`config.mk`:
```
export PLATFORM = sky130hd
export DESIGN_NAME = camera_pan_target_tracker_unit
export DESIGN_NICKNAME = d
export VERILOG_FILES = /design/src/hw/rtl/cpt_pkg.sv /design/src/hw/rtl/cpt_ram.sv /design/src/hw/rtl/cpt_ctrl.sv /design/src/hw/rtl/cpt_datapath.sv /design/src/hw/rtl/camera_pan_target_tracker_unit.sv
export SDC_FILE = /design/constraint.sdc
export NUM_CORES = 2
export LEC_CHECK = 0
export BUFFER_PORTS_ARGS = -buffer_cell sky130_fd_sc_hd__buf_2
export CAP_MARGIN = 20
export CORE_AREA = 2 2 444 314
export CTS_CLUSTER_SIZE = 16
export DETAILED_ROUTE_END_ITERATION = 10
export DIE_AREA = 0 0 446 316
export PLACE_DENSITY_LB_ADDON = 0.1
export SYNTH_ARGS = -nofsm -noshare
export SYNTH_HDL_FRONTEND = slang
export SYNTH_SLANG_ARGS = --single-unit
```
`constraint.sdc`:
```
create_clock -name clk -period 18.35 [get_ports clk]
set_clock_uncertainty 0.1 [all_clocks]
set_input_delay 0.9175 -clock clk [delete_from_list [all_inputs] [get_ports clk]]
set_output_delay 0.9175 -clock clk [all_outputs]
set_load 0.02 [all_outputs]
```
`src/hw/rtl/cpt_pkg.sv`:
```
// ----------------------------------------------------------------------------
// Camera pan target tracker package
// Field widths, register indexes, reset values, controller states and the
// command and status groups between controller and datapath.
// ----------------------------------------------------------------------------
package cpt_pkg;

    // Word field widths
    localparam int PX_W       = 16;
    localparam int TGT_W      = 18;
    localparam int SPD_W      = 21;

    // Configuration port
    localparam int CFG_IDX_W  = 3;
    localparam int CFG_DATA_W = 20;

    // Register widths
    localparam int MARGIN_W   = 14;
    localparam int RATIO_W    = 9;
    localparam int LIMIT_W    = 20;
    localparam int RATE_W     = 8;
    localparam int WIN_CFG_W  = 7;

    // Register reset values
    localparam int COURT_WIDTH_PX = 1920;
    localparam int LEFT_RESET     = 0;
    localparam int MARGIN_RESET   = 0;
    localparam int RATIO_RESET    = 128;
    localparam int LIMIT_RESET    = 16000;
    localparam int RATE_RESET     = 30;
    localparam int WIN_RESET      = 30;

    // Q1.8 blend
    localparam int RATIO_ONE   = 256;
    localparam int RATIO_SHIFT = 8;
    localparam int ROUND_HALF  = 128;

    typedef enum logic [CFG_IDX_W-1:0] {
        REG_LEFT_BOUND    = 3'd0,
        REG_RIGHT_BOUND   = 3'd1,
        REG_EDGE_MARGIN   = 3'd2,
        REG_MERGE_RATIO   = 3'd3,
        REG_SPEED_LIMIT   = 3'd4,
        REG_FRAME_RATE    = 3'd5,
        REG_WINDOW_LENGTH = 3'd6
    } cpt_reg_t;

    typedef enum logic [4:0] {
        ST_ACCUM = 5'b00001,
        ST_LOAD  = 5'b00010,
        ST_DIV   = 5'b00100,
        ST_MUL   = 5'b01000,
        ST_OUT   = 5'b10000
    } cpt_state_t;

    typedef struct packed {
        logic accum;
        logic div_load;
        logic div_step;
        logic commit;
        logic load_out;
    } cpt_cmd_t;

    typedef struct packed {
        logic div_done;
        logic out_busy;
    } cpt_status_t;

endpackage

```
`src/hw/rtl/cpt_ram.sv`:
```
// ----------------------------------------------------------------------------
// Generic RAM
// One write port and one read port, read data registered.
// ----------------------------------------------------------------------------
module cpt_ram #(
    parameter int WIDTH = 16,
    parameter int DEPTH = 64
) (
    input  logic                     clk,
    input  logic                     we,
    input  logic [$clog2(DEPTH)-1:0] waddr,
    input  logic [WIDTH-1:0]         wdata,
    input  logic [$clog2(DEPTH)-1:0] raddr,
    output logic [WIDTH-1:0]         rdata
);

    logic [WIDTH-1:0] mem [DEPTH];
    logic [WIDTH-1:0] rdata_reg;

    // Write when enabled, read every cycle
    always_ff @(posedge clk)
    begin
        if (we)
        begin
            mem[waddr] <= wdata;
        end
        rdata_reg <= mem[raddr];
    end

    assign rdata = rdata_reg;

endmodule

```
`src/hw/rtl/cpt_ctrl.sv`:
```
// ----------------------------------------------------------------------------
// Tracker controller
// Sequences accumulation, mean division, products and result hand-off.
// ----------------------------------------------------------------------------
module cpt_ctrl (
    input  logic                 clk,
    input  logic                 rst_n,
    input  logic                 in_valid,
    input  logic                 frame_end,
    output logic                 in_ready,
    output cpt_pkg::cpt_cmd_t    cmd,
    input  cpt_pkg::cpt_status_t status
);
    import cpt_pkg::*;

    cpt_state_t state_reg;
    cpt_state_t state_next;

    // Advance state
    always_ff @(posedge clk or negedge rst_n)
    begin
        if (!rst_n)
        begin
            state_reg <= ST_ACCUM;
        end
        else
        begin
            state_reg <= state_next;
        end
    end

    // Decode commands
    always_comb
    begin
        state_next = state_reg;
        cmd        = '0;
        in_ready   = 1'b0;
        unique case (state_reg)
            ST_ACCUM:
            begin
                in_ready  = 1'b1;
                cmd.accum = in_valid;
                if (in_valid && frame_end)
                begin
                    state_next = ST_LOAD;
                end
            end
            ST_LOAD:
            begin
                cmd.div_load = 1'b1;
                state_next   = ST_DIV;
            end
            ST_DIV:
            begin
                cmd.div_step = 1'b1;
                if (status.div_done)
                begin
                    state_next = ST_MUL;
                end
            end
            ST_MUL:
            begin
                cmd.commit = 1'b1;
                state_next = ST_OUT;
            end
            ST_OUT:
            begin
                if (!status.out_busy)
                begin
                    cmd.load_out = 1'b1;
                    state_next   = ST_ACCUM;
                end
            end
            default:
            begin
                state_next = ST_ACCUM;
            end
        endcase
    end

endmodule

```
`src/hw/rtl/cpt_datapath.sv`:
```
// ----------------------------------------------------------------------------
// Tracker datapath
// Configuration registers, frame accumulators, shift-subtract divider,
// mean history memory, blend and speed products, clamps and result register.
// ----------------------------------------------------------------------------
module cpt_datapath #(
    parameter int HISTORY_DEPTH = 64,
    parameter int MAX_PLAYERS   = 32,
    parameter int POS_FRAC_BITS = 4
) (
    input  logic                             clk,
    input  logic                             rst_n,
    input  logic                             cfg_we,
    input  logic [cpt_pkg::CFG_IDX_W-1:0]    cfg_index,
    input  logic [cpt_pkg::CFG_DATA_W-1:0]   cfg_data,
    input  logic [cpt_pkg::PX_W-1:0]         player_x,
    input  logic                             has_player,
    input  logic [cpt_pkg::PX_W-1:0]         ball_x,
    input  logic                             has_ball,
    input  logic                             out_ready,
    input  cpt_pkg::cpt_cmd_t                cmd,
    output cpt_pkg::cpt_status_t             status,
    output logic                             out_valid,
    output logic signed [cpt_pkg::TGT_W-1:0] pan_target,
    output logic [cpt_pkg::PX_W-1:0]         mean_x,
    output logic signed [cpt_pkg::SPD_W-1:0] pan_speed
);
    import cpt_pkg::*;

    localparam int CNT_W       = $clog2(MAX_PLAYERS + 1);
    localparam int SUM_W       = PX_W + CNT_W;
    localparam int STEP_W      = $clog2(SUM_W);
    localparam int AW          = $clog2(HISTORY_DEPTH);
    localparam int HC_W        = $clog2(HISTORY_DEPTH + 1);
    localparam int WIN_W       = (WIN_CFG_W > HC_W) ? WIN_CFG_W : HC_W;
    localparam int PROD_W      = RATIO_W + PX_W;
    localparam int BLEND_W     = PROD_W + 1;
    localparam int SPROD_W     = PX_W + 1 + RATE_W;
    localparam int RIGHT_RAW   = COURT_WIDTH_PX << POS_FRAC_BITS;
    localparam int RIGHT_RESET = (RIGHT_RAW > 65535) ? 65535 : RIGHT_RAW;

    // Configuration registers
    logic [PX_W-1:0]      left_bound_reg;
    logic [PX_W-1:0]      right_bound_reg;
    logic [MARGIN_W-1:0]  edge_margin_reg;
    logic [RATIO_W-1:0]   merge_ratio_reg;
    logic [LIMIT_W-1:0]   speed_limit_reg;
    logic [RATE_W-1:0]    frame_rate_reg;
    logic [WIN_CFG_W-1:0] window_length_reg;

    // Frame accumulators
    logic [SUM_W-1:0]     sum_reg;
    logic [CNT_W-1:0]     count_reg;
    logic [PX_W-1:0]      first_reg;
    logic [PX_W-1:0]      ball_reg;
    logic                 ball_valid_reg;

    // Divider
    logic [SUM_W-1:0]     quot_reg;
    logic [CNT_W-1:0]     rem_reg;
    logic [STEP_W-1:0]    step_reg;
    logic [CNT_W:0]       trial;
    logic [CNT_W:0]       trial_diff;
    logic                 trial_fits;

    // History
    logic [AW-1:0]        ptr_reg;
    logic [HC_W-1:0]      hcount_reg;
    logic                 primed_reg;
    logic [PX_W-1:0]      fill_reg;
    logic [PX_W-1:0]      prev_mean_reg;
    logic [HC_W-1:0]      win_len;
    logic [WIN_W-1:0]     win_ext;
    logic [HC_W-1:0]      ptr_ext;
    logic [HC_W-1:0]      rd_sum;
    logic [AW-1:0]        rd_addr;
    logic [PX_W-1:0]      ram_q;

    // Commit values
    logic [RATIO_W-1:0]   ratio_c;
    logic [RATIO_W-1:0]   ratio_inv;
    logic [PX_W-1:0]      mean_c;
    logic [PX_W-1:0]      ball_c;
    logic [PX_W-1:0]      fill_c;
    logic [PX_W-1:0]      old_c;
    logic signed [PX_W:0] diff_c;
    logic [PROD_W-1:0]    prod_mean_c;
    logic [PROD_W-1:0]    prod_ball_c;
    logic signed [SPROD_W-1:0] speed_prod_c;

    // Product registers
    logic [PROD_W-1:0]         prod_mean_reg;
    logic [PROD_W-1:0]         prod_ball_reg;
    logic signed [SPROD_W-1:0] speed_prod_reg;
    logic [PX_W-1:0]           mean_reg;

    // Clamp stage
    logic [BLEND_W-1:0]        blend_c;
    logic signed [TGT_W-1:0]   tgt_raw;
    logic signed [TGT_W-1:0]   lo_c;
    logic signed [TGT_W-1:0]   hi_c;
    logic signed [TGT_W-1:0]   tgt_c;
    logic signed [SPROD_W-1:0] lim_c;
    logic signed [SPROD_W-1:0] spd_c;

    // Result register
    logic                      out_valid_reg;
    logic signed [TGT_W-1:0]   target_reg;
    logic [PX_W-1:0]           mean_out_reg;
    logic signed [SPD_W-1:0]   speed_reg;

    // Write configuration
    always_ff @(posedge clk or negedge rst_n)
    begin
        if (!rst_n)
        begin
            left_bound_reg    <= PX_W'(LEFT_RESET);
            right_bound_reg   <= PX_W'(RIGHT_RESET);
            edge_margin_reg   <= MARGIN_W'(MARGIN_RESET);
            merge_ratio_reg   <= RATIO_W'(RATIO_RESET);
            speed_limit_reg   <= LIMIT_W'(LIMIT_RESET);
            frame_rate_reg    <= RATE_W'(RATE_RESET);
            window_length_reg <= WIN_CFG_W'(WIN_RESET);
        end
        else if (cfg_we)
        begin
            unique case (cpt_reg_t'(cfg_index))
                REG_LEFT_BOUND:    left_bound_reg    <= cfg_data[PX_W-1:0];
                REG_RIGHT_BOUND:   right_bound_reg   <= cfg_data[PX_W-1:0];
                REG_EDGE_MARGIN:   edge_margin_reg   <= cfg_data[MARGIN_W-1:0];
                REG_MERGE_RATIO:   merge_ratio_reg   <= cfg_data[RATIO_W-1:0];
                REG_SPEED_LIMIT:   speed_limit_reg   <= cfg_data[LIMIT_W-1:0];
                REG_FRAME_RATE:    frame_rate_reg    <= cfg_data[RATE_W-1:0];
                REG_WINDOW_LENGTH: window_length_reg <= cfg_data[WIN_CFG_W-1:0];
                default:           ;
            endcase
        end
    end

    // Accumulate players and latch the first ball; clear on commit
    always_ff @(posedge clk or negedge rst_n)
    begin
        if (!rst_n)
        begin
            sum_reg        <= '0;
            count_reg      <= '0;
            first_reg      <= '0;
            ball_reg       <= '0;
            ball_valid_reg <= 1'b0;
        end
        else if (cmd.accum)
        begin
            if (has_player && (count_reg < CNT_W'(MAX_PLAYERS)))
            begin
                if (count_reg == '0)
                begin
                    first_reg <= player_x;
                end
                sum_reg   <= sum_reg + SUM_W'(player_x);
                count_reg <= count_reg + 1'b1;
            end
            if (has_ball && !ball_valid_reg)
            begin
                ball_reg       <= ball_x;
                ball_valid_reg <= 1'b1;
            end
        end
        else if (cmd.commit)
        begin
            sum_reg        <= '0;
            count_reg      <= '0;
            first_reg      <= '0;
            ball_reg       <= '0;
            ball_valid_reg <= 1'b0;
        end
    end

    // Restoring division, one quotient bit a cycle
    assign trial      = {rem_reg, quot_reg[SUM_W-1]};
    assign trial_fits = (trial >= {1'b0, count_reg});
    assign trial_diff = trial - {1'b0, count_reg};

    always_ff @(posedge clk or negedge rst_n)
    begin
        if (!rst_n)
        begin
            step_reg <= '0;
        end
        else if (cmd.div_load)
        begin
            step_reg <= STEP_W'(SUM_W - 1);
        end
        else if (cmd.div_step)
        begin
            step_reg <= step_reg - 1'b1;
        end
    end

    always_ff @(posedge clk)
    begin
        if (cmd.div_load)
        begin
            quot_reg <= sum_reg;
            rem_reg  <= '0;
        end
        else if (cmd.div_step)
        begin
            rem_reg  <= trial_fits ? trial_diff[CNT_W-1:0] : trial[CNT_W-1:0];
            quot_reg <= {quot_reg[SUM_W-2:0], trial_fits};
        end
    end

    // Clamp window and form the history read address
    always_comb
    begin
        win_ext = WIN_W'(window_length_reg);
        if (win_ext == '0)
        begin
            win_len = HC_W'(1);
        end
        else if (win_ext > WIN_W'(HISTORY_DEPTH))
        begin
            win_len = HC_W'(HISTORY_DEPTH);
        end
        else
        begin
            win_len = HC_W'(win_ext);
        end
        ptr_ext = HC_W'(ptr_reg);
        if (ptr_ext >= win_len)
        begin
            rd_sum = ptr_ext - win_len;
        end
        else
        begin
            rd_sum = ptr_ext + (HC_W'(HISTORY_DEPTH) - win_len);
        end
        rd_addr = rd_sum[AW-1:0];
    end

    cpt_ram #(
        .WIDTH (PX_W),
        .DEPTH (HISTORY_DEPTH)
    ) u_history (
        .clk   (clk),
        .we    (cmd.commit),
        .waddr (ptr_reg),
        .wdata (mean_c),
        .raddr (rd_addr),
        .rdata (ram_q)
    );

    // Select mean, ball and past mean; entries not yet written hold the fill
    always_comb
    begin
        mean_c  = (count_reg != '0) ? quot_reg[PX_W-1:0] : prev_mean_reg;
        ball_c  = ball_valid_reg ? ball_reg : prev_mean_reg;
        if (primed_reg)
        begin
            fill_c = fill_reg;
        end
        else
        begin
            fill_c = (count_reg != '0) ? first_reg : prev_mean_reg;
        end
        old_c   = (hcount_reg >= win_len) ? ram_q : fill_c;
        ratio_c = (merge_ratio_reg > RATIO_W'(RATIO_ONE)) ? RATIO_W'(RATIO_ONE)
                                                          : merge_ratio_reg;
        ratio_inv    = RATIO_W'(RATIO_ONE) - ratio_c;
        diff_c       = $signed({1'b0, mean_c}) - $signed({1'b0, old_c});
        prod_mean_c  = ratio_c * mean_c;
        prod_ball_c  = ratio_inv * ball_c;
        speed_prod_c = diff_c * $signed({1'b0, frame_rate_reg});
    end

    // Advance history state on commit
    always_ff @(posedge clk or negedge rst_n)
    begin
        if (!rst_n)
        begin
            ptr_reg       <= '0;
            hcount_reg    <= '0;
            primed_reg    <= 1'b0;
            fill_reg      <= '0;
            prev_mean_reg <= '0;
        end
        else if (cmd.commit)
        begin
            ptr_reg <= (ptr_reg == AW'(HISTORY_DEPTH - 1)) ? '0 : ptr_reg + 1'b1;
            if (hcount_reg != HC_W'(HISTORY_DEPTH))
            begin
                hcount_reg <= hcount_reg + 1'b1;
            end
            primed_reg    <= 1'b1;
            fill_reg      <= fill_c;
            prev_mean_reg <= mean_c;
        end
    end

    // Hold products for the clamp stage
    always_ff @(posedge clk)
    begin
        if (cmd.commit)
        begin
            prod_mean_reg  <= prod_mean_c;
            prod_ball_reg  <= prod_ball_c;
            speed_prod_reg <= speed_prod_c;
            mean_reg       <= mean_c;
        end
    end

    // Round the blend and clamp target and speed
    always_comb
    begin
        blend_c = BLEND_W'(prod_mean_reg) + BLEND_W'(prod_ball_reg) + BLEND_W'(ROUND_HALF);
        tgt_raw = $signed(blend_c[RATIO_SHIFT +: TGT_W]);
        lo_c    = $signed(TGT_W'(left_bound_reg)) - $signed(TGT_W'(edge_margin_reg));
        hi_c    = $signed(TGT_W'(right_bound_reg)) + $signed(TGT_W'(edge_margin_reg));
        tgt_c   = tgt_raw;
        if (tgt_c < lo_c)
        begin
            tgt_c = lo_c;
        end
        if (tgt_c > hi_c)
        begin
            tgt_c = hi_c;
        end
        lim_c = $signed(SPROD_W'(speed_limit_reg));
        spd_c = speed_prod_reg;
        if (spd_c > lim_c)
        begin
            spd_c = lim_c;
        end
        if (spd_c < -lim_c)
        begin
            spd_c = -lim_c;
        end
    end

    // Hold the result word until taken
    always_ff @(posedge clk or negedge rst_n)
    begin
        if (!rst_n)
        begin
            out_valid_reg <= 1'b0;
        end
        else if (cmd.load_out)
        begin
            out_valid_reg <= 1'b1;
        end
        else if (out_ready)
        begin
            out_valid_reg <= 1'b0;
        end
    end

    always_ff @(posedge clk)
    begin
        if (cmd.load_out)
        begin
            target_reg   <= tgt_c;
            mean_out_reg <= mean_reg;
            speed_reg    <= spd_c[SPD_W-1:0];
        end
    end

    assign status.div_done = (step_reg == '0);
    assign status.out_busy = out_valid_reg && !out_ready;

    assign out_valid  = out_valid_reg;
    assign pan_target = target_reg;
    assign mean_x     = mean_out_reg;
    assign pan_speed  = speed_reg;

endmodule

```
`src/hw/rtl/camera_pan_target_tracker_unit.sv`:
```
// ----------------------------------------------------------------------------
// Camera pan target tracker
// Per frame mean player x, blended and clamped pan target, and clamped pan
// speed against the mean a window of frames earlier.
// ----------------------------------------------------------------------------
//  channel | direction | handshake             | payload
//  --------+-----------+-----------------------+---------------------------------
//  in      | input     | in_valid / in_ready   | player_x has_player ball_x
//          |           |                       | has_ball frame_end
//  out     | output    | out_valid / out_ready | pan_target mean_x pan_speed
//  cfg     | input     | cfg_we                | cfg_index cfg_data
//
//  Words that do not end a frame are taken back to back.
//  After a frame-end word is taken the input stays closed through the
//  divider load, one quotient bit a cycle from the shift-subtract divider
//  over the SUM_W = 16 + clog2(MAX_PLAYERS+1) bit sum, the product step,
//  then the result register load.
//  The result register loads only once the previous result has been taken;
//  a stalled output adds its stall to that frame-end word.
//  No clearing pass after reset: unwritten history entries read as the fill.
// ----------------------------------------------------------------------------
module camera_pan_target_tracker_unit #(
    parameter int HISTORY_DEPTH = 64,
    parameter int MAX_PLAYERS   = 32,
    parameter int POS_FRAC_BITS = 4
) (
    input  logic                             clk,
    input  logic                             rst_n,
    input  logic                             in_valid,
    output logic                             in_ready,
    input  logic [cpt_pkg::PX_W-1:0]         player_x,
    input  logic                             has_player,
    input  logic [cpt_pkg::PX_W-1:0]         ball_x,
    input  logic                             has_ball,
    input  logic                             frame_end,
    output logic                             out_valid,
    input  logic                             out_ready,
    output logic signed [cpt_pkg::TGT_W-1:0] pan_target,
    output logic [cpt_pkg::PX_W-1:0]         mean_x,
    output logic signed [cpt_pkg::SPD_W-1:0] pan_speed,
    input  logic                             cfg_we,
    input  logic [cpt_pkg::CFG_IDX_W-1:0]    cfg_index,
    input  logic [cpt_pkg::CFG_DATA_W-1:0]   cfg_data
);
    import cpt_pkg::*;

    cpt_cmd_t    cmd;
    cpt_status_t status;

    cpt_ctrl u_ctrl (
        .clk       (clk),
        .rst_n     (rst_n),
        .in_valid  (in_valid),
        .frame_end (frame_end),
        .in_ready  (in_ready),
        .cmd       (cmd),
        .status    (status)
    );

    cpt_datapath #(
        .HISTORY_DEPTH (HISTORY_DEPTH),
        .MAX_PLAYERS   (MAX_PLAYERS),
        .POS_FRAC_BITS (POS_FRAC_BITS)
    ) u_datapath (
        .clk        (clk),
        .rst_n      (rst_n),
        .cfg_we     (cfg_we),
        .cfg_index  (cfg_index),
        .cfg_data   (cfg_data),
        .player_x   (player_x),
        .has_player (has_player),
        .ball_x     (ball_x),
        .has_ball   (has_ball),
        .out_ready  (out_ready),
        .cmd        (cmd),
        .status     (status),
        .out_valid  (out_valid),
        .pan_target (pan_target),
        .mean_x     (mean_x),
        .pan_speed  (pan_speed)
    );

endmodule

```
# Yosys cells after proc, flatten, opt, wreduce, memory -nomap -nowiden
# Memories as Yosys holds them, arrays and structs flattened. A register that Yosys moved wholly into a read port is not among the register bits.
# Index checks and enable logic that the tools add are counted.
dict set report op_classes {
  n_mul 3
  shifts 0
  n_mux 49
  magnitude_cmp 10
  add_sub_neg 16
  n_reduce_logical 26
  n_eq_ne 19
  div 0
  bitwise 0
}
# cell n
set op_table {}
lappend op_table {{16-bit two-way mux} 11}
lappend op_table {{22-bit two-way mux} 5}
lappend op_table {{9-bit by 16-bit multiplier with 25-bit output} 2}
lappend op_table {{18-bit two-way mux} 2}
lappend op_table {{6-bit two-way mux} 6}
lappend op_table {{25-bit by 25-bit adder with 26-bit output} 1}
lappend op_table {{26-bit by 8-bit adder with 26-bit output, second input constant} 1}
lappend op_table {{25-bit by 21-bit > comparator with 1-bit output} 1}
lappend op_table {{25-bit less-than comparator} 1}
lappend op_table {{17-bit by 9-bit multiplier with 25-bit output} 1}
lappend op_table {{25-bit two-way mux} 1}
lappend op_table {{5-bit two-way mux} 5}
lappend op_table {{20-bit negation with 25-bit output} 1}
lappend op_table {{5-bit case mux with 5 select lines} 1}
lappend op_table {{22-bit by 16-bit adder with 22-bit output} 1}
lappend op_table {{21-bit two-way mux} 1}
lappend op_table {{2-bit AND reduction} 10}
lappend op_table {{18-bit > comparator} 1}
lappend op_table {{18-bit less-than comparator} 1}
lappend op_table {{16-bit by 14-bit adder with 17-bit output} 1}
lappend op_table {{16-bit by 14-bit subtractor with 17-bit output} 1}
lappend op_table {{16-bit by 16-bit subtractor with 17-bit output} 1}
lappend op_table {{1-bit two-way mux} 14}
lappend op_table {{7-bit two-way mux} 2}
lappend op_table {{other kinds (35)} 51}
dict set report word_totals {
  mem_bits_rw 1024
  word_cells 153
  n_memories 1
  output_inout_bits 57
  reg_bits 382
  latchBits 0
  romBits 0
  input_bits 63
}
# name depth word_bits rd rd_ports_with_merged_regs write_ports line_no
set memory_table {}
lappend memory_table {u_datapath.u_history.mem 64 16 1 1 1 cpt_ram.sv:17} ;# logic [WIDTH-1:0] mem [DEPTH];

# Longest topological paths before layout
dict set report logic_depth {
  word_depth 7
  mapped_depth 45
  mapped_depth_nobuf 45
}

# Cells and area by module
# Synthesis repeated with hierarchy kept, for this count alone.
dict set report unflattened {
  hier_cells 5545
  hier_area_um2 76050.4
}
# mod seq_area_each_um2 cells_per_inst area_each_um2 instances
set modules_own_cells {}
lappend modules_own_cells {cpt_ram 31069.8 1829 40042.2 1}
lappend modules_own_cells {cpt_datapath 10268.6 3686 35680.5 1}
lappend modules_own_cells {cpt_ctrl 126.4 30 327.8 1}

# Worst setup path before layout
# No wires, ideal clock.
dict set report synth_timing {
  path_type {reg-to-reg}
  from {register u_datapath.window_length_reg[1], in the netlist u_datapath.win_ext[1]}
  to {register u_datapath.speed_prod_reg[23], data pin}
  arrival_time_ps 8922
  path_buffers 0
  path_slack_ps 9070
  t_required_ps 17992
  synth_period_minus_slack_ps 9280
  path_stages_with_launch 46
  setup_time_ps 258
  cell_sequence {dfstp_2 > nor3_1 > a21oi_1 > nor2_1 > ha_1 > nand2b_1 > a21o_1 > a21o_1 > a21oi_1 > nor2b_1 > o21ai_0 > nand2b_1 > a21oi_1 > mux2_2 > ha_1 > fa_1 > nor2b_1 > o21ai_0 > [10 not listed] > inv_1 > fa_1 > fa_1 > inv_1 > fa_1 > inv_1 > ha_1 > a21o_1 > a21oi_1 > nor2b_1 > o21ai_0 > nand2b_1 > a21oi_1 > o221ai_1 > o21ai_0 > nand2b_1 > a21oi_1 > xnor2_1}
}
dict set report synth_between {
  elab_chain_len 7
  elab_cells_between_ends 8
  classes_between {add/sub (1); mul (1); order compare (2); mux (3); reduce/logical (1)}
}
# item line_no
set synth_rtl {}
lappend synth_rtl {{start: declaration} cpt_datapath.sv:49} ;# logic [WIN_CFG_W-1:0] window_length_reg;
lappend synth_rtl {{start signal: assignment} cpt_datapath.sv:123} ;# window_length_reg <= WIN_CFG_W'(WIN_RESET);
lappend synth_rtl {{start signal: assignment} cpt_datapath.sv:134} ;# REG_WINDOW_LENGTH: window_length_reg <= cfg_data[WIN_CFG_W-1:0];
lappend synth_rtl {{7-bit > comparator} cpt_datapath.sv:221} ;# else if (win_ext > WIN_W'(HISTORY_DEPTH))
lappend synth_rtl {{7-bit two-way mux} cpt_datapath.sv:221}
lappend synth_rtl {{7-bit two-way mux *} cpt_datapath.sv:217} ;# if (win_ext == '0)
lappend synth_rtl {{7-bit >= comparator *} cpt_datapath.sv:266} ;# old_c = (hcount_reg >= win_len) ? ram_q : fill_c;
lappend synth_rtl {{16-bit two-way mux *} cpt_datapath.sv:266}
lappend synth_rtl {{16-bit by 16-bit subtractor with 17-bit output *} cpt_datapath.sv:270} ;# diff_c = $signed({1'b0, mean_c}) - $signed({1'b0, old_c});
lappend synth_rtl {{17-bit by 9-bit multiplier with 25-bit output *} cpt_datapath.sv:273} ;# speed_prod_c = diff_c * $signed({1'b0, frame_rate_reg});
lappend synth_rtl {{net u_datapath.speed_prod_c[23]} cpt_datapath.sv:89} ;# logic signed [SPROD_W-1:0] speed_prod_c;
lappend synth_rtl {{end signal: assignment} cpt_datapath.sv:307} ;# speed_prod_reg <= speed_prod_c;
lappend synth_rtl {{end: declaration} cpt_datapath.sv:94} ;# logic signed [SPROD_W-1:0] speed_prod_reg;
# The timed path passes the listed nets; every way through them passes the cells marked *.
# A chain may end at the register's enable or synchronous reset.

# Final worst setup path
# Same ends and word-level chain as after synthesis.

==> reports/metrics.yaml <==
finish:
  fin_util_pct: 60.2
  drive_above_1_share_pct: 17.7
  regMostFlops: "u_datapath.u_history.mem"
  syn_to_final_growth_pct: 10.6
  largest_reg_flops: 1024
  nets: 6138
route:
  drc: 0
  route.vias.total: 43300
  met1_length_mm: 87.1
  vias_per_cell: 5.91
  drtAntennaViolNets: 0
  wl_met3_mm: 20.1
  met2_wirelength_mm: 75.7
  wl_mm: 187
  highest_layer: "met4"
  drt-wirelength-per-cell_microns: 25.5
  first_pass_iters: 6
  drt_iter0_markers: 4758
die:
  fp-row-count: 114
  start_util_pct: 54.4
  ios: 120
  core_area_sq_um: 137000
  die_w_microns: 446
  dieArea_sq_um: 141000
  dieHeight_microns: 316
logic_synthesis:
  ys_seq_elements: 1422
  synth_area_sq_um: 74500
  synth_edf_count: 1192
  yosysWarnings: 0
  synth.area.top_cells: "edfxtp_1 48%, mux4_2 9.7%, fa_1 8.3%"
  yosysTopAreaCellShare_pct: 48.0
  synth.distinct_cells: 86
  synth_most_common_cell: "edfxtp_1"
  ys_async_sr_fraction_pct: 14.6
  synth_nets: 5931
  yosysTopAreaCell: "edfxtp_1"
  ys.flop_type: "edfxtp_1"
  syn_area_per_cell_sq_um: 14.3
  synthCells: 5207
  ys_seq_area_share_pct: 55.6
  synth_commonest_cells: "1192 x edfxtp_1, 513 x inv_1, 513 x nand2_1, 351 x ha_1, 320 x mux4_2"
clock_tree:
  clkSinkCount: 1422
  cts_setup_buffers: 0
  clk_latency_ps: 780
  max-clock-path-buffers: 3
  numCtsBuffers: 140
  clockRootBuffer: "clkbuf_16"
  cts_tree: "yes"
  clk_pin_slew_ps: 60
  cts_max_level: 4
  cts_hold_buf: 0
  cts_resized: 0
worst_setup_path:
  cp_slowest_cell: "a21oi_2"
  cp-start-kind: "flip-flop"
  cpMostUsedCell: "a21oi_1"
  required_ps: 18780
  rrSetupSlack_ps: 7310
  reg2reg_depth: 45
  critical_path.max_stage_delay_ps: 790
  criticalPathCategory: "reg2reg"
  crit_fanout: 16
  cp-end-kind: "flip-flop"
  arrival_ps: 11460
placement:
  post-dp-hpwl_mm: 125
  gp_congestion: 0.893
  portBuffers: 119
grt:
  grt_pass1_wl_mm: 280
  track_usage_pct: 27.1
  grt_pass1_vias: 43200
  antenna_found_initial: 4
  grt_max_degree: 107
  overflow: 0
timing:
  slew_headroom_pct: 29.8
  fmaxAchievable_mhz: 90.6
  final-hold-violation-count: 0
  rsz0062_at_grt: "no"
  tightest_slew_ps: 1050
  finalSetupViolations: 0
  period_share_pct: 60.2
  maxSlewViolCount: 0
  post-route-min-period_ps: 11040
  setup_tns_ps: 0
flow_run:
  maxCapViolCount: 0
hold_path:
  hold_class: "in2async"
status:
  status: "complete, no violations"
-- metal layers --
layer	vias to the layer above	global-route usage, %
met5	-	0
met4	0	6.56
met3	209	8.33
met2	1795	36.1
met1	22100	43.1
li1	19200	-
-- cells in the final DEF, fill, tap and decap left out, drive strengths merged, types with 86 or more instances in the layout --
| cell type | count |
|---|---|
| edfxtp | 1192 |
| inv | 528 |
| nand2 | 513 |
| ha | 351 |
| mux4 | 320 |
| fa | 310 |
| buf | 255 |
| nor2 | 249 |
| o21ai | 191 |
| dfrtp | 188 |
| clkbuf | 187 |
| a21oi | 136 |
| xnor2 | 131 |
| mux2 | 119 |
| mux2i | 94 |
| and2 | 86 |
-- cell type report --
class                   count  area [sq um]
repair buffers            255          1700
multi-input cells        3075         30600
clock buffers             187          3840
inverters                 520          1960
flip-flops and latches   1422         41500
fillers                 10500         54500
well taps                1798          2250
diodes                      1          2.50
clock inverters            63           684
-- path summary, 6_finish.rpt --
check | to | startpoint
setup / recovery | u_datapath.speed_prod_reg[23]$_DFFE_PP_ | u_datapath.win_ext[1]$_DFFE_PN1P_
hold / removal | u_datapath.speed_limit_reg[19]$_DFFE_PN0P_ | rst_n
setup reg to reg | u_datapath.speed_prod_reg[23]$_DFFE_PP_ | u_datapath.win_ext[1]$_DFFE_PN1P_
hold reg to reg | u_datapath.mean_x[1]$_DFFE_PP_ | u_datapath.mean_reg[1]$_DFFE_PP_
max in group asynchronous | u_datapath.step_reg[0]$_DFFE_PN0P_ | rst_n
min in group clk | u_datapath.ball_reg[14]$_DFFE_PN0P_ | ball_x[14]
-- cells by family (layout without fill, tap and decap cells) --
family | after synthesis | in the layout | synth area share [%]
compound gates | 544 | 544 | 4.63
mux | 533 | 533 | 12.7
buf+inv | 710 | 1025 | 3.62
flops | 1422 | 1422 | 55.6
other cells | 0 | 1 | 0
xor+xnor | 176 | 176 | 2.10
fa+ha+maj | 661 | 661 | 14.2
simple gates | 1161 | 1161 | 7.07
-- critical path, delay by kind of cell (launching register included) --
kind	cells	cell delay (ps)
xor gates and xnor gates	2	670
DFF	1	380
AOI/OAI and AO/OA	21	4530
adders and majority gates	8	3350
muxes	1	420
buffers and inverters	3	150
and+or+nand+nor	10	1170
-- per-stage QoR --
| stage | setup slack, ps | area [sq um] | instances | hold slack [ps] |
|---|---|---|---|---|
| floorplan | 9070 | 74500 | 5207 | 300 |
| global placement | 7450 | 77900 | 7066 | 303 |
| detailed placement | 7540 | 77900 | 7068 | 305 |
| CTS | 7500 | 82400 | 7318 | 67.4 |
| global route | 6420 | 82500 | 7320 | 106 |
| finish | 7310 | 82500 | 7321 | 65.4 |
Power is not shown: default switching activity piles up to over one toggle a cycle in this logic, so the estimate is an artifact.
